===== src/design/hvt_pkg.sv =====
// ----------------------------------------------------------------------------
// hvt_pkg
// Shared types, character codes and entity tables of the visible-text filter.
// ----------------------------------------------------------------------------
package hvt_pkg;

  localparam int COUNT_BITS_DEF = 16;
  localparam logic [15:0] LIMIT_RESET = 16'd640;
  localparam int QUEUE_DEPTH = 4;

  localparam int NUM_ENT     = 6;
  localparam int ENT_MAX_LEN = 5;
  // replay sequence: '&', up to ENT_MAX_LEN - 1 held bytes, the breaking byte
  localparam int SEQ_DEPTH   = ENT_MAX_LEN + 1;

  localparam logic [7:0] CH_TAB   = 8'h09;
  localparam logic [7:0] CH_CR    = 8'h0D;
  localparam logic [7:0] CH_SPACE = 8'h20;
  localparam logic [7:0] CH_AMP   = 8'h26;
  localparam logic [7:0] CH_SLASH = 8'h2F;
  localparam logic [7:0] CH_LT    = 8'h3C;
  localparam logic [7:0] CH_GT    = 8'h3E;
  localparam logic [7:0] CH_UP_A  = 8'h41;
  localparam logic [7:0] CH_UP_Z  = 8'h5A;
  localparam logic [7:0] CH_B     = 8'h62;
  localparam logic [7:0] CH_D     = 8'h64;
  localparam logic [7:0] CH_I     = 8'h69;
  localparam logic [7:0] CH_L     = 8'h6C;
  localparam logic [7:0] CH_P     = 8'h70;
  localparam logic [7:0] CH_R     = 8'h72;
  localparam logic [7:0] CH_V     = 8'h76;
  localparam logic [7:0] CASE_GAP = 8'h20;

  // entity names without the leading '&'
  localparam logic [7:0] ENT_NAME [NUM_ENT][ENT_MAX_LEN] = '{
    '{8'h61, 8'h6D, 8'h70, 8'h3B, 8'h00},   // amp;
    '{8'h6C, 8'h74, 8'h3B, 8'h00, 8'h00},   // lt;
    '{8'h67, 8'h74, 8'h3B, 8'h00, 8'h00},   // gt;
    '{8'h71, 8'h75, 8'h6F, 8'h74, 8'h3B},   // quot;
    '{8'h23, 8'h33, 8'h39, 8'h3B, 8'h00},   // #39;
    '{8'h61, 8'h70, 8'h6F, 8'h73, 8'h3B}    // apos;
  };
  localparam logic [2:0] ENT_LEN [NUM_ENT] = '{3'd4, 3'd3, 3'd3, 3'd5, 3'd4, 3'd5};
  localparam logic [7:0] ENT_VAL [NUM_ENT] = '{8'h26, 8'h3C, 8'h3E, 8'h22, 8'h27, 8'h27};

  typedef struct packed {
    logic [7:0] raw;
    logic [7:0] lc;
    logic       ws;
    logic       lt;
    logic       gt;
    logic       amp;
  } hvt_cls_t;

  typedef struct packed {
    hvt_cls_t cls;
    logic     last;
  } hvt_item_t;

  function automatic hvt_cls_t classify_byte(input logic [7:0] b);
    hvt_cls_t c;
    c.raw = b;
    c.lc  = (b >= CH_UP_A && b <= CH_UP_Z) ? b + CASE_GAP : b;
    c.ws  = (b == CH_SPACE) || (b >= CH_TAB && b <= CH_CR);
    c.lt  = (b == CH_LT);
    c.gt  = (b == CH_GT);
    c.amp = (b == CH_AMP);
    return c;
  endfunction

endpackage


===== src/design/hvt_front.sv =====
// ----------------------------------------------------------------------------
// hvt_front
// Input side: takes byte beats and tags each with its character class.
// ----------------------------------------------------------------------------
module hvt_front (
  input  logic                s_tvalid,
  output logic                s_tready,
  input  logic [7:0]          s_tdata,   // in_byte
  input  logic                s_tlast,   // last_byte
  input  logic                q_full,
  output logic                push,
  output hvt_pkg::hvt_item_t  push_item
);

  assign s_tready       = !q_full;
  assign push           = s_tvalid && !q_full;
  assign push_item.cls  = hvt_pkg::classify_byte(s_tdata);
  assign push_item.last = s_tlast;

endmodule


===== src/design/hvt_queue.sv =====
// ----------------------------------------------------------------------------
// hvt_queue
// Short queue of classified bytes between the front and the back end.
// ----------------------------------------------------------------------------
module hvt_queue (
  input  logic                clk,
  input  logic                rst,
  input  logic                push,
  input  hvt_pkg::hvt_item_t  push_item,
  output logic                full,
  input  logic                pop,
  output logic                valid,
  output hvt_pkg::hvt_item_t  head
);

  localparam int DEPTH = hvt_pkg::QUEUE_DEPTH;
  localparam int AW    = $clog2(DEPTH);

  hvt_pkg::hvt_item_t slots [DEPTH];
  logic [AW-1:0]      wr_ptr;
  logic [AW-1:0]      rd_ptr;
  logic [AW:0]        fill;

  assign full  = (fill == (AW+1)'(DEPTH));
  assign valid = (fill != '0);
  assign head  = slots[rd_ptr];

  always_ff @(posedge clk) begin
    if (push) begin
      slots[wr_ptr] <= push_item;
    end
  end

  always_ff @(posedge clk) begin
    if (rst) begin
      wr_ptr <= '0;
      rd_ptr <= '0;
      fill   <= '0;
    end else begin
      if (push) begin
        wr_ptr <= (wr_ptr == AW'(DEPTH - 1)) ? '0 : wr_ptr + AW'(1);
      end
      if (pop) begin
        rd_ptr <= (rd_ptr == AW'(DEPTH - 1)) ? '0 : rd_ptr + AW'(1);
      end
      fill <= fill + (AW+1)'(push) - (AW+1)'(pop);
    end
  end

endmodule


===== src/design/hvt_back.sv =====
// ----------------------------------------------------------------------------
// hvt_back
// Back end: markup, entity and whitespace state, replay sequencer, limit
// tracking and the registered output stage.
// ----------------------------------------------------------------------------
module hvt_back #(
  parameter int COUNT_BITS = hvt_pkg::COUNT_BITS_DEF
) (
  input  logic                clk,
  input  logic                rst,
  input  logic                cfg_valid,
  output logic                cfg_ready,
  input  logic [15:0]         cfg_data,
  input  logic                q_valid,
  input  hvt_pkg::hvt_item_t  q_item,
  output logic                q_pop,
  output logic                m_tvalid,
  input  logic                m_tready,
  output logic [23:0]         m_tdata,
  output logic                m_tlast
);

  localparam int SW   = ((COUNT_BITS > 16) ? COUNT_BITS : 16) + 1;
  localparam int SEQD = hvt_pkg::SEQ_DEPTH;
  localparam int EBD  = hvt_pkg::ENT_MAX_LEN - 1;
  localparam int MHD  = 4;
  localparam logic [COUNT_BITS-1:0] CNT_MAX = '1;

  // registers
  logic [15:0]           limit;
  logic                  in_markup,  in_markup_next;
  logic [MHD-1:0][7:0]   mhead,      mhead_next;
  logic [2:0]            mcnt,       mcnt_next;
  logic [EBD-1:0][7:0]   ebuf,       ebuf_next;
  logic [2:0]            ecnt,       ecnt_next;
  logic                  space_pend, space_pend_next;
  logic [COUNT_BITS-1:0] emitted,    emitted_next;
  logic                  lim_hit,    lim_hit_next;
  hvt_pkg::hvt_cls_t     seq        [SEQD];
  hvt_pkg::hvt_cls_t     seq_next   [SEQD];
  logic [2:0]            seq_len,    seq_len_next;
  logic                  seq_vis,    seq_vis_next;
  logic                  last_pend,  last_pend_next;

  // entity match
  logic [7:0]            tail [hvt_pkg::ENT_MAX_LEN];
  logic [hvt_pkg::NUM_ENT-1:0] pm;
  logic                  ent_hit;
  logic                  ent_full;
  logic [7:0]            ent_val;

  // op execution
  logic                  use_seq, use_flush, use_raw, raw_ent;
  logic                  op_act, op_vis, op_done;
  hvt_pkg::hvt_cls_t     op_cls;
  logic [7:0]            op_byte;
  logic                  out_free;
  logic [SW-1:0]         fill_sum;
  logic [SW-1:0]         count_ext;
  logic                  stop;
  logic                  sep_head;
  logic                  emit;
  logic [7:0]            emit_byte;
  logic                  emit_eot;
  logic [15:0]           emit_len;
  logic [COUNT_BITS-1:0] bumped;
  hvt_pkg::hvt_cls_t     replay_cls [SEQD];

  assign cfg_ready = 1'b1;
  assign out_free  = !m_tvalid || m_tready;
  assign count_ext = SW'(emitted);
  assign fill_sum  = count_ext + SW'(space_pend) + SW'(1);
  assign stop      = lim_hit || (fill_sum >= SW'(limit));
  assign bumped    = (emitted == CNT_MAX) ? emitted : emitted + COUNT_BITS'(1);

  assign sep_head =
      (mcnt >= 3'd2 && mhead[0] == hvt_pkg::CH_B && mhead[1] == hvt_pkg::CH_R) ||
      (mcnt >= 3'd2 && mhead[0] == hvt_pkg::CH_SLASH && mhead[1] == hvt_pkg::CH_P) ||
      (mcnt >= 3'd4 && mhead[0] == hvt_pkg::CH_SLASH && mhead[1] == hvt_pkg::CH_D &&
       mhead[2] == hvt_pkg::CH_I && mhead[3] == hvt_pkg::CH_V) ||
      (mcnt >= 3'd3 && mhead[0] == hvt_pkg::CH_SLASH && mhead[1] == hvt_pkg::CH_L &&
       mhead[2] == hvt_pkg::CH_I);

  // held bytes after '&' followed by the incoming byte
  always_comb begin
    for (int i = 0; i < hvt_pkg::ENT_MAX_LEN; i++) begin
      if (i < EBD && 3'(i) != ecnt - 3'd1) begin
        tail[i] = ebuf[i];
      end else begin
        tail[i] = q_item.cls.raw;
      end
    end
    for (int e = 0; e < hvt_pkg::NUM_ENT; e++) begin
      pm[e] = (ecnt <= hvt_pkg::ENT_LEN[e]);
      for (int i = 0; i < hvt_pkg::ENT_MAX_LEN; i++) begin
        if (3'(i) < ecnt && tail[i] != hvt_pkg::ENT_NAME[e][i]) begin
          pm[e] = 1'b0;
        end
      end
    end
    ent_hit  = 1'b0;
    ent_full = 1'b0;
    ent_val  = '0;
    for (int e = 0; e < hvt_pkg::NUM_ENT; e++) begin
      if (!ent_hit && pm[e]) begin
        ent_hit  = 1'b1;
        ent_full = (ecnt == hvt_pkg::ENT_LEN[e]);
        ent_val  = hvt_pkg::ENT_VAL[e];
      end
    end
  end

  // replay: '&' then the held bytes
  always_comb begin
    replay_cls[0] = hvt_pkg::classify_byte(hvt_pkg::CH_AMP);
    for (int j = 1; j <= EBD; j++) begin
      replay_cls[j] = hvt_pkg::classify_byte(ebuf[j-1]);
    end
    for (int j = EBD + 1; j < SEQD; j++) begin
      replay_cls[j] = q_item.cls;
    end
  end

  always_comb begin
    in_markup_next  = in_markup;
    mhead_next      = mhead;
    mcnt_next       = mcnt;
    ebuf_next       = ebuf;
    ecnt_next       = ecnt;
    space_pend_next = space_pend;
    emitted_next    = emitted;
    lim_hit_next    = lim_hit;
    seq_next        = seq;
    seq_len_next    = seq_len;
    seq_vis_next    = seq_vis;
    last_pend_next  = last_pend;
    q_pop           = 1'b0;
    op_done         = 1'b0;
    emit            = 1'b0;
    emit_byte       = '0;
    emit_eot        = 1'b0;
    emit_len        = '0;

    use_seq   = (seq_len != 3'd0);
    use_flush = !use_seq && last_pend;
    use_raw   = !use_seq && !last_pend && q_valid;
    raw_ent   = use_raw && (ecnt != 3'd0);
    op_act    = use_seq || (use_raw && ecnt == 3'd0) || (raw_ent && ent_hit && ent_full);
    op_cls    = use_seq ? seq[0] : q_item.cls;
    op_vis    = use_seq ? seq_vis : raw_ent;
    op_byte   = use_seq ? seq[0].raw : (raw_ent ? ent_val : q_item.cls.raw);

    if (op_act) begin
      if (stop) begin
        lim_hit_next = 1'b1;
        op_done      = 1'b1;
      end else if (op_vis || (!op_cls.lt && !in_markup && !op_cls.amp && !op_cls.ws)) begin
        emit      = 1'b1;
        emit_byte = space_pend ? hvt_pkg::CH_SPACE : op_byte;
        if (out_free) begin
          emitted_next = bumped;
          if (space_pend) begin
            // held space goes out first, the byte follows as the next beat
            space_pend_next = 1'b0;
          end else begin
            op_done = 1'b1;
          end
        end
      end else if (op_cls.lt) begin
        in_markup_next = 1'b1;
        mcnt_next      = '0;
        op_done        = 1'b1;
      end else if (in_markup) begin
        op_done = 1'b1;
        if (op_cls.gt) begin
          if (sep_head && emitted != '0) begin
            space_pend_next = 1'b1;
          end
          in_markup_next = 1'b0;
          mcnt_next      = '0;
        end else if (mcnt < 3'(MHD)) begin
          mhead_next[mcnt[1:0]] = op_cls.lc;
          mcnt_next             = mcnt + 3'd1;
        end
      end else if (op_cls.amp) begin
        ecnt_next = 3'd1;
        op_done   = 1'b1;
      end else begin
        if (emitted != '0) begin
          space_pend_next = 1'b1;
        end
        op_done = 1'b1;
      end
    end

    if (use_seq && op_done) begin
      for (int j = 0; j < SEQD - 1; j++) begin
        seq_next[j] = seq[j+1];
      end
      seq_len_next = seq_len - 3'd1;
      seq_vis_next = 1'b0;
    end

    if (use_raw) begin
      if (ecnt == 3'd0) begin
        q_pop = op_done;
      end else if (ent_hit && ent_full) begin
        q_pop = op_done;
        if (op_done) begin
          ecnt_next = 3'd0;
        end
      end else if (ent_hit && ecnt < 3'(hvt_pkg::ENT_MAX_LEN)) begin
        q_pop = 1'b1;
        ebuf_next[2'(ecnt - 3'd1)] = q_item.cls.raw;
        ecnt_next = ecnt + 3'd1;
      end else begin
        // mismatch: '&', held bytes, then the breaking byte as plain input
        q_pop     = 1'b1;
        ecnt_next = 3'd0;
        for (int j = 0; j < SEQD; j++) begin
          seq_next[j] = (3'(j) == ecnt) ? q_item.cls : replay_cls[j];
        end
        seq_len_next = ecnt + 3'd1;
        seq_vis_next = 1'b1;
      end
      if (q_pop && q_item.last) begin
        last_pend_next = 1'b1;
      end
    end

    if (use_flush) begin
      if (ecnt != 3'd0) begin
        seq_next     = replay_cls;
        seq_len_next = ecnt;
        seq_vis_next = 1'b1;
        ecnt_next    = 3'd0;
      end else begin
        emit      = 1'b1;
        emit_byte = '0;
        emit_eot  = 1'b1;
        emit_len  = count_ext[15:0];
        if (out_free) begin
          in_markup_next  = 1'b0;
          mcnt_next       = '0;
          ecnt_next       = '0;
          space_pend_next = 1'b0;
          emitted_next    = '0;
          lim_hit_next    = 1'b0;
          last_pend_next  = 1'b0;
        end
      end
    end
  end

  always_ff @(posedge clk) begin
    mhead <= mhead_next;
    ebuf  <= ebuf_next;
    seq   <= seq_next;
    if (emit && out_free) begin
      m_tdata <= {emit_len, emit_byte};
      m_tlast <= emit_eot;
    end
  end

  always_ff @(posedge clk) begin
    if (rst) begin
      limit      <= hvt_pkg::LIMIT_RESET;
      in_markup  <= 1'b0;
      mcnt       <= '0;
      ecnt       <= '0;
      space_pend <= 1'b0;
      emitted    <= '0;
      lim_hit    <= 1'b0;
      seq_len    <= '0;
      seq_vis    <= 1'b0;
      last_pend  <= 1'b0;
      m_tvalid   <= 1'b0;
    end else begin
      if (cfg_valid) begin
        limit <= cfg_data;
      end
      in_markup  <= in_markup_next;
      mcnt       <= mcnt_next;
      ecnt       <= ecnt_next;
      space_pend <= space_pend_next;
      emitted    <= emitted_next;
      lim_hit    <= lim_hit_next;
      seq_len    <= seq_len_next;
      seq_vis    <= seq_vis_next;
      last_pend  <= last_pend_next;
      if (emit && out_free) begin
        m_tvalid <= 1'b1;
      end else if (m_tready) begin
        m_tvalid <= 1'b0;
      end
    end
  end

endmodule


===== src/design/html_visible_text_filter.sv =====
// ----------------------------------------------------------------------------
// html_visible_text_filter
// Strips markup from an HTML byte stream and emits the visible text.
// ----------------------------------------------------------------------------
// Bytes enter on the s_ stream into a four-beat queue and leave as text beats
// on the m_ stream through an output register. Plain text flows at one byte
// per cycle while the receiver takes every beat. A byte that releases a held
// space gives two output beats, the space first. An entity that breaks off
// first loads the replay, then replays '&', up to four held bytes and the
// breaking byte in turn. The last byte of a range is followed by the end
// marker, after the replay of an entity still open. The output side sends
// one beat per cycle at most; the back end executes one step per cycle while
// no output beat waits for the receiver. The end marker beat has tlast set,
// text byte 0 and the text length.
module html_visible_text_filter #(
  parameter int COUNT_BITS = hvt_pkg::COUNT_BITS_DEF
) (
  input  logic        clk,
  input  logic        rst,
  input  logic        s_tvalid,
  output logic        s_tready,
  input  logic [7:0]  s_tdata,    // [7:0] in_byte
  input  logic        s_tlast,    // last_byte
  output logic        m_tvalid,
  input  logic        m_tready,
  output logic [23:0] m_tdata,    // [7:0] text_byte, [23:8] text_length
  output logic        m_tlast,    // end_of_text
  input  logic        cfg_valid,
  output logic        cfg_ready,
  input  logic [15:0] cfg_data    // output_limit
);

  logic               push;
  hvt_pkg::hvt_item_t push_item;
  logic               q_full;
  logic               q_pop;
  logic               q_valid;
  hvt_pkg::hvt_item_t q_head;

  hvt_front u_front (
    .s_tvalid  (s_tvalid),
    .s_tready  (s_tready),
    .s_tdata   (s_tdata),
    .s_tlast   (s_tlast),
    .q_full    (q_full),
    .push      (push),
    .push_item (push_item)
  );

  hvt_queue u_queue (
    .clk       (clk),
    .rst       (rst),
    .push      (push),
    .push_item (push_item),
    .full      (q_full),
    .pop       (q_pop),
    .valid     (q_valid),
    .head      (q_head)
  );

  hvt_back #(
    .COUNT_BITS (COUNT_BITS)
  ) u_back (
    .clk       (clk),
    .rst       (rst),
    .cfg_valid (cfg_valid),
    .cfg_ready (cfg_ready),
    .cfg_data  (cfg_data),
    .q_valid   (q_valid),
    .q_item    (q_head),
    .q_pop     (q_pop),
    .m_tvalid  (m_tvalid),
    .m_tready  (m_tready),
    .m_tdata   (m_tdata),
    .m_tlast   (m_tlast)
  );

endmodule


===== config.mk =====
export PLATFORM = sky130hd
export DESIGN_NAME = html_visible_text_filter
export DESIGN_NICKNAME = d
export VERILOG_FILES = /design/src/design/hvt_pkg.sv /design/src/design/hvt_front.sv /design/src/design/hvt_queue.sv /design/src/design/hvt_back.sv /design/src/design/html_visible_text_filter.sv
export SDC_FILE = /design/constraint.sdc
export NUM_CORES = 1
export LEC_CHECK = 0
export BUFFER_PORTS_ARGS = -buffer_cell sky130_fd_sc_hd__buf_2
export CORE_MARGIN = 2
export CORE_UTILIZATION = 63
export CTS_CLUSTER_SIZE = 16
export DETAILED_ROUTE_END_ITERATION = 6
export MAX_ROUTING_LAYER = met4
export PLACE_DENSITY = 0.81
export SYNTH_ARGS = -nofsm -noshare
export SYNTH_HDL_FRONTEND = slang
export SYNTH_HIERARCHICAL = 1
export SYNTH_SLANG_ARGS = --single-unit

===== constraint.sdc =====
create_clock -name clk -period 6.9 [get_ports clk]
set_input_delay 1.035 -clock clk [delete_from_list [all_inputs] [get_ports clk]]
set_output_delay 1.035 -clock clk [all_outputs]
set_load 0.005 [all_outputs]

==> summary.md, run 1 <==
| Metric | Value |
|---|---|
| Clock root buffer | `clkbuf_16` |
| Adder-cell share of the synthesized area | `0.0338` |
| # rows | `60` |
| Post-synth EDFFs | `173` |
| CP top delay family | `compound AO/OA/AOI/OAI gates` |
| Vias in the first global route | `12602` |
| Ratio of cells with drive above 1 in the final layout | `0.166` |
| Most common cell after layout, fill and taps aside | `dfxtp_1` |
| Clock Tree Buf Depth | `3` |
| CP max stage cell | `mux4_1` |
| Initial antenna violation count | `0` |
| Max-slew headroom | `0.227` |
| Final period util | `0.847` |
| Area Growth Syn to Fin | `8.37%` |
| Initial Utilization | `0.641` |
| Syn nets | `1673` |
| CP cell instances | `mux4_1 -> and3b_1 -> and4_1 -> o32ai_1 -> a211oi_1 -> a21boi_1 -> nor3_2 -> a32o_1 -> and2_2 -> buf_4 -> a21oi_1 -> o22ai_1` |
| Crit path DAT | `6.28 ns` |
| Post-DP Area | `17600 sq um` |
| Post-CTS setup buffer count | `0` |
| Compound-Gate Fraction of Synth Area | `0.135` |
| CTS sink cnt | `349` |
| Static leakage | `7.06 nW` |
| Most frequent cells in the layout | `dfxtp_1 (176), edfxtp_1 (173), nand2_1 (137)` |
| Global Route Usage Sum | `0.322` |
| Final Instance Area | `18700 sq um` |
| First-pass GRT wire length | `70300 microns` |
| Max Cap Violations | `0` |
| Run status | `finished clean` |
| Final hold violations | `0` |
| Cts-stage hold buffer count | `0` |
| Post-synth ARST share | `0` |
| Post_cts resized | `0` |
| Final setup viols | `0` |
| Die ar. | `28800 sq um` |
| 1st-iter DRT viols | `1533` |
| Mean Syn Cell Area | `10.8 sq um` |
| Post-Synth Simple-Gate Area | `0.165` |
| Via count | `13119` |
| Multiplexer share of the synthesized area | `0.105` |
| Buffers on Ports | `56` |
| CP Capture Type | `register` |
| Post-synthesis register bit count | `349` |
| RD Place Congestion | `0.949` |
| Post-Synth XOR/XNOR Area | `0.0115` |
| Worst-margin pin slew | `1.16 ns` |
| Die height | `170 microns` |
| Cell count after synthesis | `1597` |
| Setup Crit Path Kind | `register to register` |
| Worst skew pair latency | `0.53 ns` |
| CTS tree | `built` |
| Library cells used by synthesis | `100` |
| IO Count | `58` |
| Pwr/cell area | `413 nW/um^2` |
| Wire per inst | `22.9 microns` |
| Post-Route WL | `44800 microns` |
| Max VDD drop | `0.319 mV` |
| Worst Skew | `0.0294 ns` |
| RSZ-0062 raised after global routing | `false` |
| Slew Limit Fails | `0` |
| Fmax | `0.171 GHz` |
| Slowest stage delay, CP | `1.00 ns` |
| Primary FF master, synth | `dfxtp_1` |
| Cells taking the most area after synthesis | `edfxtp_1 (30%), dfxtp_1 (20%), mux2_2 (4.4%), ha_1 (3.3%), mux2i_1 (3.1%)` |
| Area leader, netlist | `edfxtp_1` |
| Dpl hpwl | `30900 microns` |
| # diodes | `0` |
| Gr ovfl total | `0` |
| Largest family of logic cells by synthesized area | `simple AND/OR/NAND/NOR gates` |
| Die width | `170 microns` |
| Critical path launch point type | `register` |
| Drt first pass iters | `5` |
| Layout Nets | `1668` |
| CTS clk-pin slew, worst paths | `0.07 ns` |
| Max H-tree Level | `2` |
| TritonCTS buffer count | `36` |
| Remaining DRCs | `0` |
| Worst path bufs/invs | `1` |
| Syn. warnings | `6` |
| Setup TNS | `0 ns` |
| Avg Vias per Cell | `6.69` |
| Post-synthesis sequential area ratio | `0.505` |
| Area share of the largest cell type after synthesis | `0.301` |
| Worst path required time | `7.34 ns` |
| Hold Crit Class | `register to register` |
| Hold WS | `0.448 ns` |
| Largest net degree at the start of global routing | `70` |
| Antenna-violating nets left | `0` |
| Mapped Area | `17300 sq um` |
| Layout fillers | `1916` |
| Tmin final | `5.84 ns` |
| CORE AREA | `27000 sq um` |
| CP max FO | `35` |
flip-flops by register name, indices dropped and copies added (netlist names), named ones only:
signal,flops
u_back/seq,120
u_queue/slots,84
u_back/ebuf,32
u_back/mhead,32
u_back/m_tdata,24
u_back/emitted,16
u_back/limit,16
u_back/ecnt,3
u_back/mcnt,3
u_back/seq_len,3
u_queue/fill,3
u_queue/rd_ptr,2
u_queue/wr_ptr,2
u_back/in_markup,1
u_back/last_pend,1
u_back/lim_hit,1
u_back/m_tlast,1
u_back/m_tvalid,1
u_back/seq_vis,1
u_back/space_pend,1
report_power, final:
part / total, mW / switching (mW) / internal [mW]
Combinational: 2.83 / 1.73 / 1.10
Sequential: 3.00 / 0.257 / 2.74
Clock: 1.91 / 0.794 / 1.12
through the flow:
stage / util / std cells / setup WS [ns] / total power, mW
final: 0.694 / 1960 / 1.06 / 7.74
after floorplan: - / 1597 / 1.89 / 4.98
after detailed placement: 0.651 / 1895 / 1.15 / 5.80
after CTS: 0.694 / 1960 / 1.16 / 7.72
after global routing: 0.694 / 1960 / 0.665 / 8.12
after global placement: 0.651 / 1895 / 1.26 / 5.72
worst reg2reg max path: cells and delay by family, from the launching register on:
family | cells | cell delay [ns]
mux | 1 | 1.00
flops | 1 | 0.73
buf+inv | 1 | 0.47
simple gates | 4 | 1.67
compound gates | 6 | 1.90
cell type report:
type,instances,area (sq um),share of cell area
Inverter,45,169,0.00903
Clock inverter,14,139,0.00742
Sequential cell,349,8720,0.466
Timing Repair Buffer,72,425,0.0227
Clock buffer,51,1020,0.0547
Tap cell,341,427,0.0228
Multi-Input combinational cell,1088,7810,0.417
metal layers:
metal	up-vias	track usage	routed length, microns
li1	5981	-	-
met1	6376	0.403	18200
met2	626	0.529	21700
met3	136	0.0466	3050
met4	0	0.135	1920
met5	-	-	0
synth_stat cells, types with 6 or more instances:
cell and number:
a21o_1 8, a21oi_1 104, a221oi_1 8, a22oi_1 14, a31o_2 6, a31oi_1 18
and2_1 36, and3_1 9, and4_1 6, and4b_1 6, buf_2 32, buf_4 20
buf_6 8, clkbuf_1 51, dfxtp_1 176, edfxtp_1 173, ha_1 45, inv_1 45
mux2_2 68, mux2i_1 54, mux4_2 20, nand2_1 137, nand2b_1 19, nand3_1 49
nand3b_1 6, nand4_1 30, nand4b_1 8, nor2_1 108, nor2b_1 15, nor3_1 34
nor4_1 9, nor4bb_1 7, o211ai_1 7, o21ai_0 29, o221a_2 9, o22ai_1 62
o311ai_1 10, or2_2 6, or3_1 18, xnor2_1 10, xor2_1 7
final timing paths:
check                              start                      end  slack (ns)  cells past startpoint
setup / recovery                register   u_back/seq[31]$_DFF_P_        1.06                     12
hold reg to reg   u_back/seq[81]$_DFF_P_  u_back/seq[101]$_DFF_P_        0.45                      2
setup reg to reg                register   u_back/seq[31]$_DFF_P_        1.06                     12
hold / removal    u_back/seq[81]$_DFF_P_  u_back/seq[101]$_DFF_P_        0.45                      2
cells by family (layout without fill, tap and decap cells):
logic type                 Yosys count  count (layout)
DFF                                349             349
adders and majority gates           46              46
AOI/OAI and AO/OA                  338             338
muxes                              146             146
xor gates and xnor gates            19              19
and+or+nand+nor                    538             538
other                                1               1
buffers and inverters              160             182
No activity file was read; power rests on OpenSTA's default activity.
==> inputs of run 2 (changes only) <==
==> constraint.sdc (replaced) <==
create_clock -name clk -period 6 [get_ports clk]
set_input_delay 0.9 -clock clk [delete_from_list [all_inputs] [get_ports clk]]
set_output_delay 0.9 -clock clk [all_outputs]
set_load 0.005 [all_outputs]
==> run 2 against run 1 <==
  * Clock power is 25% higher
  * Setup slack got worse by 0.56 ns
  * Sequential share of layout area fell by 0.47 points
  * Highest routed layer unchanged
==> summary.md, run 2 (synthesis gave the netlist of run 1 again) <==
| Metric | Value |
|---|---|
| RSZ-0062 raised after global routing | `false` |
| Final setup viols | `0` |
| Worst Reg-to-Reg Cells | `23` |
| Avg Vias per Cell | `6.68` |
| Clock Tree Buf Depth | `3` |
| Non-Filler Instances | `1969` |
| Top Registers | `u_back/seq (120), u_queue/slots (84)` |
| CORE AREA | `27000 sq um` |
| Wire per inst | `22.9 microns` |
| Max H-tree Level | `2` |
| First-pass GRT wire length | `70500 microns` |
| CP cell instances | `inv_1 -> ha_1 -> inv_1 -> ha_1 -> nand2_1 -> nor2_1 -> xor2_1 -> ha_1 -> a21o_1 -> a21o_1 -> a21oi_1 -> nand2_1 -> o21ai_0 -> nand2b_1 -> nor3_1 -> o22ai_1 -> ha_1 -> inv_1 -> ha_1 -> inv_1 -> fa_1 -> xnor3_1 -> nor2_1` |
| Critical path launch point type | `register` |
| Vias in the first global route | `12667` |
| Die ar. | `28800 sq um` |
| CTS sink cnt | `349` |
| RD Place Congestion | `0.976` |
| Crit path DAT | `5.91 ns` |
| Tmin final | `5.50 ns` |
| # diodes | `0` |
| CP Capture Type | `register` |
| WHS Path Cells | `2` |
| CP dominant cell by count | `ha_1` |
| Post-Route WL | `45100 microns` |
| Number of flip-flops under the largest register name | `120` |
| Pwr/cell area | `484 nW/um^2` |
| 1st-iter DRT viols | `1583` |
| Worst Skew | `0.0157 ns` |
| Placed Cells | `1902` |
| Post-CTS setup buffer count | `0` |
| Initial antenna violation count | `0` |
| Min-delay src | `u_back/seq[87]$_DFF_P_` |
| Layout fillers | `1940` |
| Worst path required time | `6.41 ns` |
| Static leakage | `7.15 nW` |
| Largest net degree at the start of global routing | `68` |
| Layout Nets | `1676` |
| Global Route Usage Sum | `0.321` |
| Max Cap Violations | `0` |
| Most common cell after layout, fill and taps aside | `dfxtp_1` |
| Biggest register | `u_back/seq` |
| Fmax | `0.182 GHz` |
| Ratio of cells with drive above 1 in the final layout | `0.172` |
| Gr ovfl total | `0` |
| Reg2reg start | `u_back/emitted[0]$_SDFF_PP0_` |
| # rows | `60` |
| Final hold violations | `0` |
| Hold Crit Class | `register to register` |
| Worst-margin pin slew | `1.21 ns` |
| Max VDD drop | `0.414 mV` |
| Most frequent cells in the layout | `dfxtp_1 (176), edfxtp_1 (173), nand2_1 (137)` |
| Buffers on Ports | `56` |
| Worst skew pair latency | `0.53 ns` |
| Hold worst-path end | `u_back/seq[107]$_DFF_P_` |
| IO Count | `58` |
| Die width | `170 microns` |
| TritonCTS buffer count | `37` |
| Cts-stage hold buffer count | `0` |
| Worst path bufs/invs | `4` |
| Antenna-violating nets left | `0` |
| Initial Utilization | `0.641` |
| Dpl hpwl | `31000 microns` |
| CTS tree | `built` |
| CP max FO | `8` |
| Setup TNS | `0 ns` |
| Max-slew headroom | `0.186` |
| Run status | `finished clean` |
| CP top delay family | `adder cells` |
| Slowest stage delay, CP | `0.64 ns` |
| Setup Crit Path Kind | `register to register` |
| Flop2flop setup slack | `0.50 ns` |
| Slew Limit Fails | `0` |
| Post_cts resized | `0` |
| Via count | `13152` |
| R2R Path End | `u_queue/fill[2]$_SDFF_PP0_` |
| Area Growth Syn to Fin | `9.46%` |
| Final period util | `0.916` |
| Die height | `170 microns` |
| Drt first pass iters | `7` |
| CTS clk-pin slew, worst paths | `0.06 ns` |
| Clock root buffer | `clkbuf_16` |
| Remaining DRCs | `0` |
| CP max stage cell | `nor3_1` |
[run 2: changes by cell type in the layout (fill, tap and decap cells not counted), sizes merged]
cell / change
clkbuf: -9
inv: +1
buf: +7
clkinvlp: +3
bufinv: +4
clkinv: +3
[run 2: worst max path at each step]
stage,startpoint,endpoint,depth (start not counted)
6_report,u_back/emitted[0]$_SDFF_PP0_,u_queue/fill[2]$_SDFF_PP0_,23
4_1_cts,u_back/emitted[0]$_SDFF_PP0_,u_queue/fill[2]$_SDFF_PP0_,23
5_1_grt,u_back/emitted[0]$_SDFF_PP0_,u_queue/fill[2]$_SDFF_PP0_,23
3_5_place_dp,u_back/emitted[0]$_SDFF_PP0_,u_queue/fill[2]$_SDFF_PP0_,23
2_1_floorplan,register,u_back/m_tdata[0]$_DFFE_PP_,13
3_3_place_gp,u_back/emitted[0]$_SDFF_PP0_,u_queue/fill[2]$_SDFF_PP0_,23
[run 2: area by class of cell]
type,instances,area (sq um),share of cell area
tap,341,427,0.0226
timing repair buffer,79,503,0.0266
clock inverter,25,298,0.0158
inverter,45,169,0.00894
sequential,349,8720,0.461
clock buffer,42,976,0.0516
multi-input combinational,1088,7810,0.413
[run 2: stage by stage]
| stage | power [mW] | worst slack [ns] | utilization | area [sq um] | hold slack, ns |
|---|---|---|---|---|---|
| detailed placement | 6.73 | 0.579 | 0.654 | 17600 | 0.444 |
| global placement | 6.63 | 0.601 | 0.654 | 17600 | 0.438 |
| global route | 9.57 | 0.126 | 0.701 | 18900 | 0.475 |
| CTS | 9.12 | 0.561 | 0.701 | 18900 | 0.450 |
| floorplan | 5.73 | 0.989 | - | 17300 | 0.429 |
| finish | 9.15 | 0.501 | 0.701 | 18900 | 0.453 |
[run 2: report_power, final]
part	switching [mW]	internal, mW
sequential	0.305	3.16
clock	0.948	1.44
combinational	2.02	1.29
total	3.27	5.88
[run 2: per-layer routing]
| layer | vias up | track usage | wire length (microns) |
|---|---|---|---|
| li1 | 6018 | - | - |
| met1 | 6420 | 0.398 | 18500 |
| met2 | 573 | 0.539 | 22000 |
| met3 | 141 | 0.0394 | 2730 |
| met4 | 0 | 0.128 | 1870 |
| met5 | - | - | 0 |
[run 2: worst min-delay path, delay by kind of cell, from the launching register on]
kind / cells / cell delay (ns)
AO/OA/AOI/OAI: 1 / 0.05
flip-flops: 1 / 0.31
AND/OR/NAND/NOR: 1 / 0.05
